===== config.mk =====
export PLATFORM = sky130hd
export DESIGN_NAME = integer_divider_64_top_flat
export DESIGN_NICKNAME = d
export VERILOG_FILES = /design/src/rtl/idiv_pkg.sv /design/src/rtl/idiv_in_if.sv /design/src/rtl/idiv_out_if.sv /design/src/rtl/idiv_ctrl.sv /design/src/rtl/idiv_dp.sv /design/src/rtl/integer_divider_64_top.sv /design/src/flat_wrapper.sv
export SDC_FILE = /design/constraint.sdc
export NUM_CORES = 1
export LEC_CHECK = 0
export ABC_CLOCK_PERIOD_IN_PS = 12200
export BUFFER_PORTS_ARGS = -buffer_cell sky130_fd_sc_hd__buf_2
export CORE_ASPECT_RATIO = 2
export CORE_MARGIN = 1
export CORE_UTILIZATION = 34
export DETAILED_ROUTE_END_ITERATION = 7
export PLACE_DENSITY = 0.62
export SLEW_MARGIN = 10
export SYNTH_ARGS = -nofsm -noshare
export SYNTH_HDL_FRONTEND = slang
export SYNTH_HIERARCHICAL = 1
export SYNTH_SLANG_ARGS = --single-unit

===== constraint.sdc =====
create_clock -name clk -period 12.2 [get_ports clk]
set_clock_uncertainty 0.1 [all_clocks]
set_input_delay 1.22 -clock clk [delete_from_list [all_inputs] [get_ports clk]]
set_output_delay 1.22 -clock clk [all_outputs]
set_load 0.05 [all_outputs]

===== src/rtl/idiv_pkg.sv =====
package idiv_pkg;

  // operand width used by the divider core
  localparam int DATA_WIDTH = 64;
  // fixed width of the dividend, divisor and result fields on the channels
  localparam int FIELD_W    = 64;
  localparam int REQ_W      = 2;
  // iteration counter width, indexes one quotient bit per step
  localparam int CNT_W      = $clog2(DATA_WIDTH);

  typedef enum logic [REQ_W-1:0] {
    REQ_UQUO = 2'd0,
    REQ_UREM = 2'd1,
    REQ_SQUO = 2'd2,
    REQ_SREM = 2'd3
  } req_t;

  typedef enum logic [1:0] {
    ST_IDLE,
    ST_CALC,
    ST_FINISH
  } state_t;

  // controller to datapath commands
  typedef struct packed {
    logic load;
    logic step;
    logic finish;
  } idiv_cmd_t;

endpackage


===== src/rtl/idiv_in_if.sv =====
interface idiv_in_if;
  logic                          valid;
  logic                          ready;
  logic [idiv_pkg::FIELD_W-1:0]  dividend;
  logic [idiv_pkg::FIELD_W-1:0]  divisor;
  logic [idiv_pkg::REQ_W-1:0]    req_type;

  modport source (output valid, output dividend, output divisor, output req_type,
                  input ready);
  modport sink   (input valid, input dividend, input divisor, input req_type,
                  output ready);
endinterface


===== src/rtl/idiv_out_if.sv =====
interface idiv_out_if;
  logic                          valid;
  logic                          ready;
  logic [idiv_pkg::FIELD_W-1:0]  result;
  logic                          div_by_zero;

  modport source (output valid, output result, output div_by_zero, input ready);
  modport sink   (input valid, input result, input div_by_zero, output ready);
endinterface


===== src/rtl/idiv_ctrl.sv =====
module idiv_ctrl (
  input  logic                 clk,
  input  logic                 rst_n,
  input  logic                 in_valid,
  output logic                 in_ready,
  output logic                 out_valid,
  input  logic                 out_ready,
  output idiv_pkg::idiv_cmd_t  cmd
);

  idiv_pkg::state_t             state_r, state_nxt;
  logic [idiv_pkg::CNT_W-1:0]   cnt_r, cnt_nxt;
  logic                         out_valid_r, out_valid_nxt;
  logic                         slot_free;

  assign slot_free = !out_valid_r || out_ready;

  // next state
  always_comb begin
    state_nxt = state_r;
    unique case (state_r)
      idiv_pkg::ST_IDLE: begin
        if (in_valid) state_nxt = idiv_pkg::ST_CALC;
      end
      idiv_pkg::ST_CALC: begin
        if (cnt_r == idiv_pkg::CNT_W'(0)) state_nxt = idiv_pkg::ST_FINISH;
      end
      idiv_pkg::ST_FINISH: begin
        if (slot_free) state_nxt = idiv_pkg::ST_IDLE;
      end
      default: state_nxt = idiv_pkg::ST_IDLE;
    endcase
  end

  // outputs and commands
  always_comb begin
    in_ready   = 1'b0;
    cmd.load   = 1'b0;
    cmd.step   = 1'b0;
    cmd.finish = 1'b0;
    unique case (state_r)
      idiv_pkg::ST_IDLE: begin
        in_ready = 1'b1;
        cmd.load = in_valid;
      end
      idiv_pkg::ST_CALC: begin
        cmd.step = 1'b1;
      end
      idiv_pkg::ST_FINISH: begin
        cmd.finish = slot_free;
      end
      default: begin
        in_ready = 1'b0;
      end
    endcase
  end

  // iteration counter
  always_comb begin
    cnt_nxt = cnt_r;
    if (cmd.load) begin
      cnt_nxt = idiv_pkg::CNT_W'(idiv_pkg::DATA_WIDTH - 1);
    end else if (cmd.step && cnt_r != idiv_pkg::CNT_W'(0)) begin
      cnt_nxt = cnt_r - idiv_pkg::CNT_W'(1);
    end
  end

  // output valid flag of the result register
  always_comb begin
    out_valid_nxt = out_valid_r;
    if (out_ready) out_valid_nxt = 1'b0;
    if (cmd.finish) out_valid_nxt = 1'b1;
  end

  always_ff @(posedge clk) begin
    if (!rst_n) begin
      state_r     <= idiv_pkg::ST_IDLE;
      cnt_r       <= '0;
      out_valid_r <= 1'b0;
    end else begin
      state_r     <= state_nxt;
      cnt_r       <= cnt_nxt;
      out_valid_r <= out_valid_nxt;
    end
  end

  assign out_valid = out_valid_r;

  // a result is only written into a free or draining output register
  a_finish_slot: assert property (@(posedge clk) disable iff (!rst_n)
    cmd.finish |-> (!out_valid_r || out_ready))
    else $error("result written over an untaken transaction");

  // the last iteration always leads to the finish state
  a_calc_end: assert property (@(posedge clk) disable iff (!rst_n)
    (state_r == idiv_pkg::ST_CALC && cnt_r == idiv_pkg::CNT_W'(0))
      |=> state_r == idiv_pkg::ST_FINISH)
    else $error("iteration count did not end in finish");

  // a load starts a full run of iterations
  a_load_run: assert property (@(posedge clk) disable iff (!rst_n)
    cmd.load |=> (state_r == idiv_pkg::ST_CALC &&
                  cnt_r == idiv_pkg::CNT_W'(idiv_pkg::DATA_WIDTH - 1)))
    else $error("load did not start the iteration");

endmodule


===== src/rtl/idiv_dp.sv =====
module idiv_dp (
  input  logic                          clk,
  input  logic                          rst_n,
  input  idiv_pkg::idiv_cmd_t           cmd,
  input  logic [idiv_pkg::FIELD_W-1:0]  dividend,
  input  logic [idiv_pkg::FIELD_W-1:0]  divisor,
  input  logic [idiv_pkg::REQ_W-1:0]    req_type,
  output logic [idiv_pkg::FIELD_W-1:0]  result,
  output logic                          div_by_zero
);

  localparam int DW = idiv_pkg::DATA_WIDTH;

  logic [DW-1:0]  rem_r, rem_nxt;
  logic [DW-1:0]  quo_r, quo_nxt;
  logic [DW-1:0]  div_r;
  logic [DW-1:0]  num_r;
  logic           neg_q_r, neg_r_r, rem_mode_r, dbz_r;
  logic [DW-1:0]  res_r;
  logic           res_dbz_r;

  logic [DW-1:0]  n_in, d_in, un, ud;
  logic           is_signed, want_rem, nneg, dneg;
  logic [DW:0]    shifted;
  logic [DW+1:0]  trial;
  logic [DW-1:0]  sel_val, res_nxt;
  logic           sel_neg;

  // operand decode and magnitudes
  always_comb begin
    n_in      = dividend[DW-1:0];
    d_in      = divisor[DW-1:0];
    want_rem  = (req_type == idiv_pkg::REQ_UREM) || (req_type == idiv_pkg::REQ_SREM);
    is_signed = (req_type == idiv_pkg::REQ_SQUO) || (req_type == idiv_pkg::REQ_SREM);
    nneg      = is_signed && n_in[DW-1];
    dneg      = is_signed && d_in[DW-1];
    un        = nneg ? (DW'(0) - n_in) : n_in;
    ud        = dneg ? (DW'(0) - d_in) : d_in;
  end

  // one restoring step: shift in the next dividend bit, trial subtract
  always_comb begin
    shifted = {rem_r, quo_r[DW-1]};
    trial   = {1'b0, shifted} - {2'b00, div_r};
    if (!trial[DW+1]) begin
      rem_nxt = trial[DW-1:0];
      quo_nxt = {quo_r[DW-2:0], 1'b1};
    end else begin
      rem_nxt = shifted[DW-1:0];
      quo_nxt = {quo_r[DW-2:0], 1'b0};
    end
  end

  // final sign fix and divide by zero fallback
  always_comb begin
    sel_val = rem_mode_r ? rem_r : quo_r;
    sel_neg = rem_mode_r ? neg_r_r : neg_q_r;
    if (dbz_r) begin
      res_nxt = rem_mode_r ? num_r : '1;
    end else begin
      res_nxt = sel_neg ? (DW'(0) - sel_val) : sel_val;
    end
  end

  always_ff @(posedge clk) begin
    if (cmd.load) begin
      rem_r      <= '0;
      quo_r      <= un;
      div_r      <= ud;
      num_r      <= n_in;
      neg_q_r    <= nneg ^ dneg;
      neg_r_r    <= nneg;
      rem_mode_r <= want_rem;
      dbz_r      <= (d_in == '0);
    end else if (cmd.step) begin
      rem_r <= rem_nxt;
      quo_r <= quo_nxt;
    end
    if (cmd.finish) begin
      res_r     <= res_nxt;
      res_dbz_r <= dbz_r;
    end
  end

  assign result      = idiv_pkg::FIELD_W'(res_r);
  assign div_by_zero = res_dbz_r;

  // partial remainder stays below the divisor while iterating
  a_rem_bound: assert property (@(posedge clk) disable iff (!rst_n)
    (cmd.step && !dbz_r) |=> rem_r < div_r)
    else $error("partial remainder not below divisor");

  // quotient requests on a zero divisor give all ones
  a_dbz_quo: assert property (@(posedge clk) disable iff (!rst_n)
    (cmd.finish && dbz_r && !rem_mode_r) |=> res_r == '1)
    else $error("divide by zero quotient not all ones");

  // remainder requests on a zero divisor give back the dividend
  a_dbz_rem: assert property (@(posedge clk) disable iff (!rst_n)
    (cmd.finish && dbz_r && rem_mode_r) |=> res_r == $past(num_r))
    else $error("divide by zero remainder not the dividend");

endmodule


===== src/rtl/integer_divider_64_top.sv =====
// Radix-2 restoring integer divider: one transaction on in_ch carries a dividend,
// a divisor and a request (unsigned or signed, quotient or remainder), and yields
// exactly one transaction on out_ch. After acceptance the core works out one quotient
// bit per step through the single shared subtractor, then fixes the sign in a final
// state that writes the result register. The request side opens in the same cycle
// as the result becomes valid, so a new transaction is taken only once the previous
// result is written. The result sits in an output register, so the next transaction
// can be accepted while the previous result waits to be taken; if that register is
// still full when the following result is done, the core holds it and the
// transaction stretches by the stall. A zero divisor raises div_by_zero and returns
// all ones for a quotient or the dividend for a remainder; the most negative value
// divided by minus one wraps to itself with a zero remainder.
module integer_divider_64_top (
  input  logic             clk,
  input  logic             rst_n,
  idiv_in_if.sink          in_ch,
  idiv_out_if.source       out_ch
);

  idiv_pkg::idiv_cmd_t cmd;

  idiv_ctrl u_ctrl (
    .clk       (clk),
    .rst_n     (rst_n),
    .in_valid  (in_ch.valid),
    .in_ready  (in_ch.ready),
    .out_valid (out_ch.valid),
    .out_ready (out_ch.ready),
    .cmd       (cmd)
  );

  idiv_dp u_dp (
    .clk         (clk),
    .rst_n       (rst_n),
    .cmd         (cmd),
    .dividend    (in_ch.dividend),
    .divisor     (in_ch.divisor),
    .req_type    (in_ch.req_type),
    .result      (out_ch.result),
    .div_by_zero (out_ch.div_by_zero)
  );

endmodule

===== src/flat_wrapper.sv =====
// flat-port wrapper written by rule: the top's interface ports become plain ports
module integer_divider_64_top_flat 
  (clk, rst_n, in_ch_valid, in_ch_dividend, in_ch_divisor, in_ch_req_type, in_ch_ready, out_ch_valid, out_ch_result, out_ch_div_by_zero, out_ch_ready);
  idiv_in_if in_ch_i ();
  idiv_out_if out_ch_i ();
  input  logic clk;
  input  logic rst_n;
  input wire logic [$bits(in_ch_i.valid)-1:0] in_ch_valid;
  input wire logic [$bits(in_ch_i.dividend)-1:0] in_ch_dividend;
  input wire logic [$bits(in_ch_i.divisor)-1:0] in_ch_divisor;
  input wire logic [$bits(in_ch_i.req_type)-1:0] in_ch_req_type;
  output wire logic [$bits(in_ch_i.ready)-1:0] in_ch_ready;
  output wire logic [$bits(out_ch_i.valid)-1:0] out_ch_valid;
  output wire logic [$bits(out_ch_i.result)-1:0] out_ch_result;
  output wire logic [$bits(out_ch_i.div_by_zero)-1:0] out_ch_div_by_zero;
  input wire logic [$bits(out_ch_i.ready)-1:0] out_ch_ready;
  assign in_ch_i.valid = in_ch_valid;
  assign in_ch_i.dividend = in_ch_dividend;
  assign in_ch_i.divisor = in_ch_divisor;
  assign in_ch_i.req_type = in_ch_req_type;
  assign in_ch_ready = in_ch_i.ready;
  assign out_ch_valid = out_ch_i.valid;
  assign out_ch_result = out_ch_i.result;
  assign out_ch_div_by_zero = out_ch_i.div_by_zero;
  assign out_ch_i.ready = out_ch_ready;
  integer_divider_64_top u_core (.clk(clk), .rst_n(rst_n), .in_ch(in_ch_i), .out_ch(out_ch_i));
endmodule

==> impl_metrics.yaml <==
die:
  rows: 131
  initial_utilization_pct: 34.4
  core_area_um2: 63800
  dieArea_um2: 65700
  io_pins: 201
  die_h_um: 361
  die_w_um: 182
power_and_ir_drop:
  power_density_nw_per_um2: 165
  p_leak_nw: 9.45
  totalPowerFinal_mw: 4.07
  vdd_ir_drop_max_mv: 0.114
timing:
  rsz0062_at_grt: "no"
  worst_pin_slew_ps: 1070
  slew_violations: 0
  setup_ws_ps: 7480
  holdWs_ps: 446
  relSlewSlack_pct: 28.6
  fin_setup_tns_ps: 0
  fmax_ghz: 0.212
  setup_violations: 0
  hold_violations: 0
  period_share_pct: 38.7
  min_period_ps: 4720
clocking:
  insertion_delay_ps: 610
  cts_max_level: 1
  cts_tree: "built"
  cts_setup_buffers: 0
  clk_pin_slew_ps: 70
  cts-root-buf: "clkbuf_16"
  cts_made_buffers: 31
  cts_resized: 0
  clock-sinks: 334
  cts_hold_buf: 0
  clockBufferDepth: 3
placement:
  place_worst_setup_slack_ps: 7340
  port_buffers: 200
  gp_congestion: 0.922
  dp.cells: 3295
  dp_hpwl_um: 49800
yosys:
  synth_warnings: 6
  syn_area_per_cell_um2: 9.15
  synth_edf_count: 261
  synth_top_area_cell: "edfxtp_1"
  yosys.area.top_type_share_pct: 35.7
  syn_area_um2: 22000
  synth_cell_types: 89
  ys.flop_type: "edfxtp_1"
  synthCells: 2400
  synth.area.top_cells: "edfxtp_1 (36%), a21oi_1 (7.2%), dfxtp_1 (6.7%)"
  ys_seq_area_share_pct: 42.3
  synth_nets: 2604
  async_reset_ff_share_pct: 0
  ys_ff_latch: 334
routing:
  routed_wirelength_um: 64400
  top_layer: "met5"
  vias_per_cell: 5.45
  drt-pass1-iter-count: 5
  avgRoutedWirePerCell_um: 19.2
  met3WireLength_um: 3210
  wl_met2_um: 31600
  drt-met1-wl_um: 26500
  drtIter0Drc: 1222
  via_count: 18300
  drcViolationCount: 0
  ant_nets: 0
run:
  max_cap_viol_count: 0
layout:
  layout.cells.non_filler: 3354
  layout.nets: 2734
  layout_commonest_cell: "nor2_1"
  syn2layout_area_growth_pct: 12.2
  n_fill_cell: 6369
  final_cell_mix: "nor2_1 (349), a21oi_1 (317), edfxtp_1 (261), buf_2 (200), xnor2_1 (143)"
  drive_gt1_share_pct: 12.5
setup_path:
  endpoint_kind: "flip-flop"
  crit_path_max_fanout: 64
  crit_type: "reg2reg"
  crit_required_ps: 12550
  startpoint_type: "flip-flop"
  r2r_cells: 10
  cp.arrival_ps: 5070
worst_hold_path:
  hold_path.class: "reg2reg"
  hold-path-cell-count: 2
global_route:
  grt_pass1_wl_um: 101000
  grt_pass1_vias: 18100
  grt_max_degree: 196
  overflow: 0
  track_usage_pct: 19.4
  antenna_found_initial: 4
status:
  status: "completed"
-- through the flow --
stage / utilization (%) / cell area, µm²
floorplan: - / 22000
global placement: 37.0 / 23600
detailed placement: 37.0 / 23600
CTS: 38.6 / 24600
global route: 38.7 / 24600
finish: 38.7 / 24600
-- routing by layer --
metal / GRT usage (%) / up-vias
met5: 0 / -
met4: 9.19 / 6
met3: 2.51 / 145
met2: 34.1 / 509
met1: 23.2 / 8601
li1: - / 9002
-- cells in the mapped netlist, types with 13 or more instances --
library cell,number
xor2_1,89
dfxtp_1,73
nand3_1,19
inv_1,121
o21ai_0,81
a31oi_1,22
a211oi_1,51
nor2b_1,13
ha_1,69
a21o_1,27
nand2b_1,13
o41ai_1,14
xnor2_1,143
o21bai_1,26
edfxtp_1,261
or3_1,18
a21oi_1,317
nand2_1,116
nor3_1,83
o31ai_1,30
nor4_1,21
mux2i_1,96
clkbuf_1,87
and3_1,14
buf_2,21
nand4_1,18
o21ai_1,16
nor2_1,349
-- worst paths after layout --
check                     startpoint                      end  slack, ps
max reg2reg    u_core/u_dp/rem_r[15]     u_core/u_dp/rem_r[2]       7480
min          u_core/u_ctrl/out_valid  u_core/u_ctrl/out_valid        450
max            u_core/u_dp/rem_r[15]     u_core/u_dp/rem_r[2]       7480
min reg2reg  u_core/u_ctrl/out_valid  u_core/u_ctrl/out_valid        450
-- worst max-delay path: stages, from the launching register on --
cell and delay, ps:
dfxtp_1 510, ha_1 400, a21oi_1 330, o221ai_1 280
a221oi_1 950, o311ai_4 280, nand2_4 450, buf_4 640
mux2_1 380, mux2i_1 140, nor2_1 60
-- cell families after synthesis --
group	share of synthesized area, %
AND/OR/NAND/NOR	16.5
buffers and inverters	4.51
AO/OA/AOI/OAI	18.5
flip-flops	42.3
adder cells (fa/ha/maj)	4.02
multiplexers	4.84
XOR/XNOR	9.25
-- final cells by class --
class / count / area, µm² / share of cell area (%)
Inverter: 123 / 462 / 1.87
Antenna cell: 1 / 2.50 / 0.0102
Multi-Input combinational cell: 1823 / 11700 / 47.5
Timing Repair Buffer: 217 / 1140 / 4.63
Tap cell: 798 / 998 / 4.05
Clock buffer: 35 / 822 / 3.34
Sequential cell: 334 / 9300 / 37.7
Clock inverter: 23 / 210 / 0.853
-- state kept, by name (all words and copies together), names as in the netlist, 2 cells and up --
name and cells:
u_core/u_dp/div_r 64, u_core/u_dp/num_r 64, u_core/u_dp/quo_r 64, u_core/u_dp/rem_r 64
u_core/u_dp/result 64, u_core/u_ctrl/cnt_r 6, u_core/u_ctrl/state_r 2
-- report_power, final --
part           internal [mW]  total, mW  leakage [nW]  switching (mW)
combinational          0.571       1.50          5.88           0.933
sequential              1.40       1.56          3.06           0.160
clock                  0.535       1.00         0.503           0.469
No activity file was read; power rests on OpenSTA's default activity.
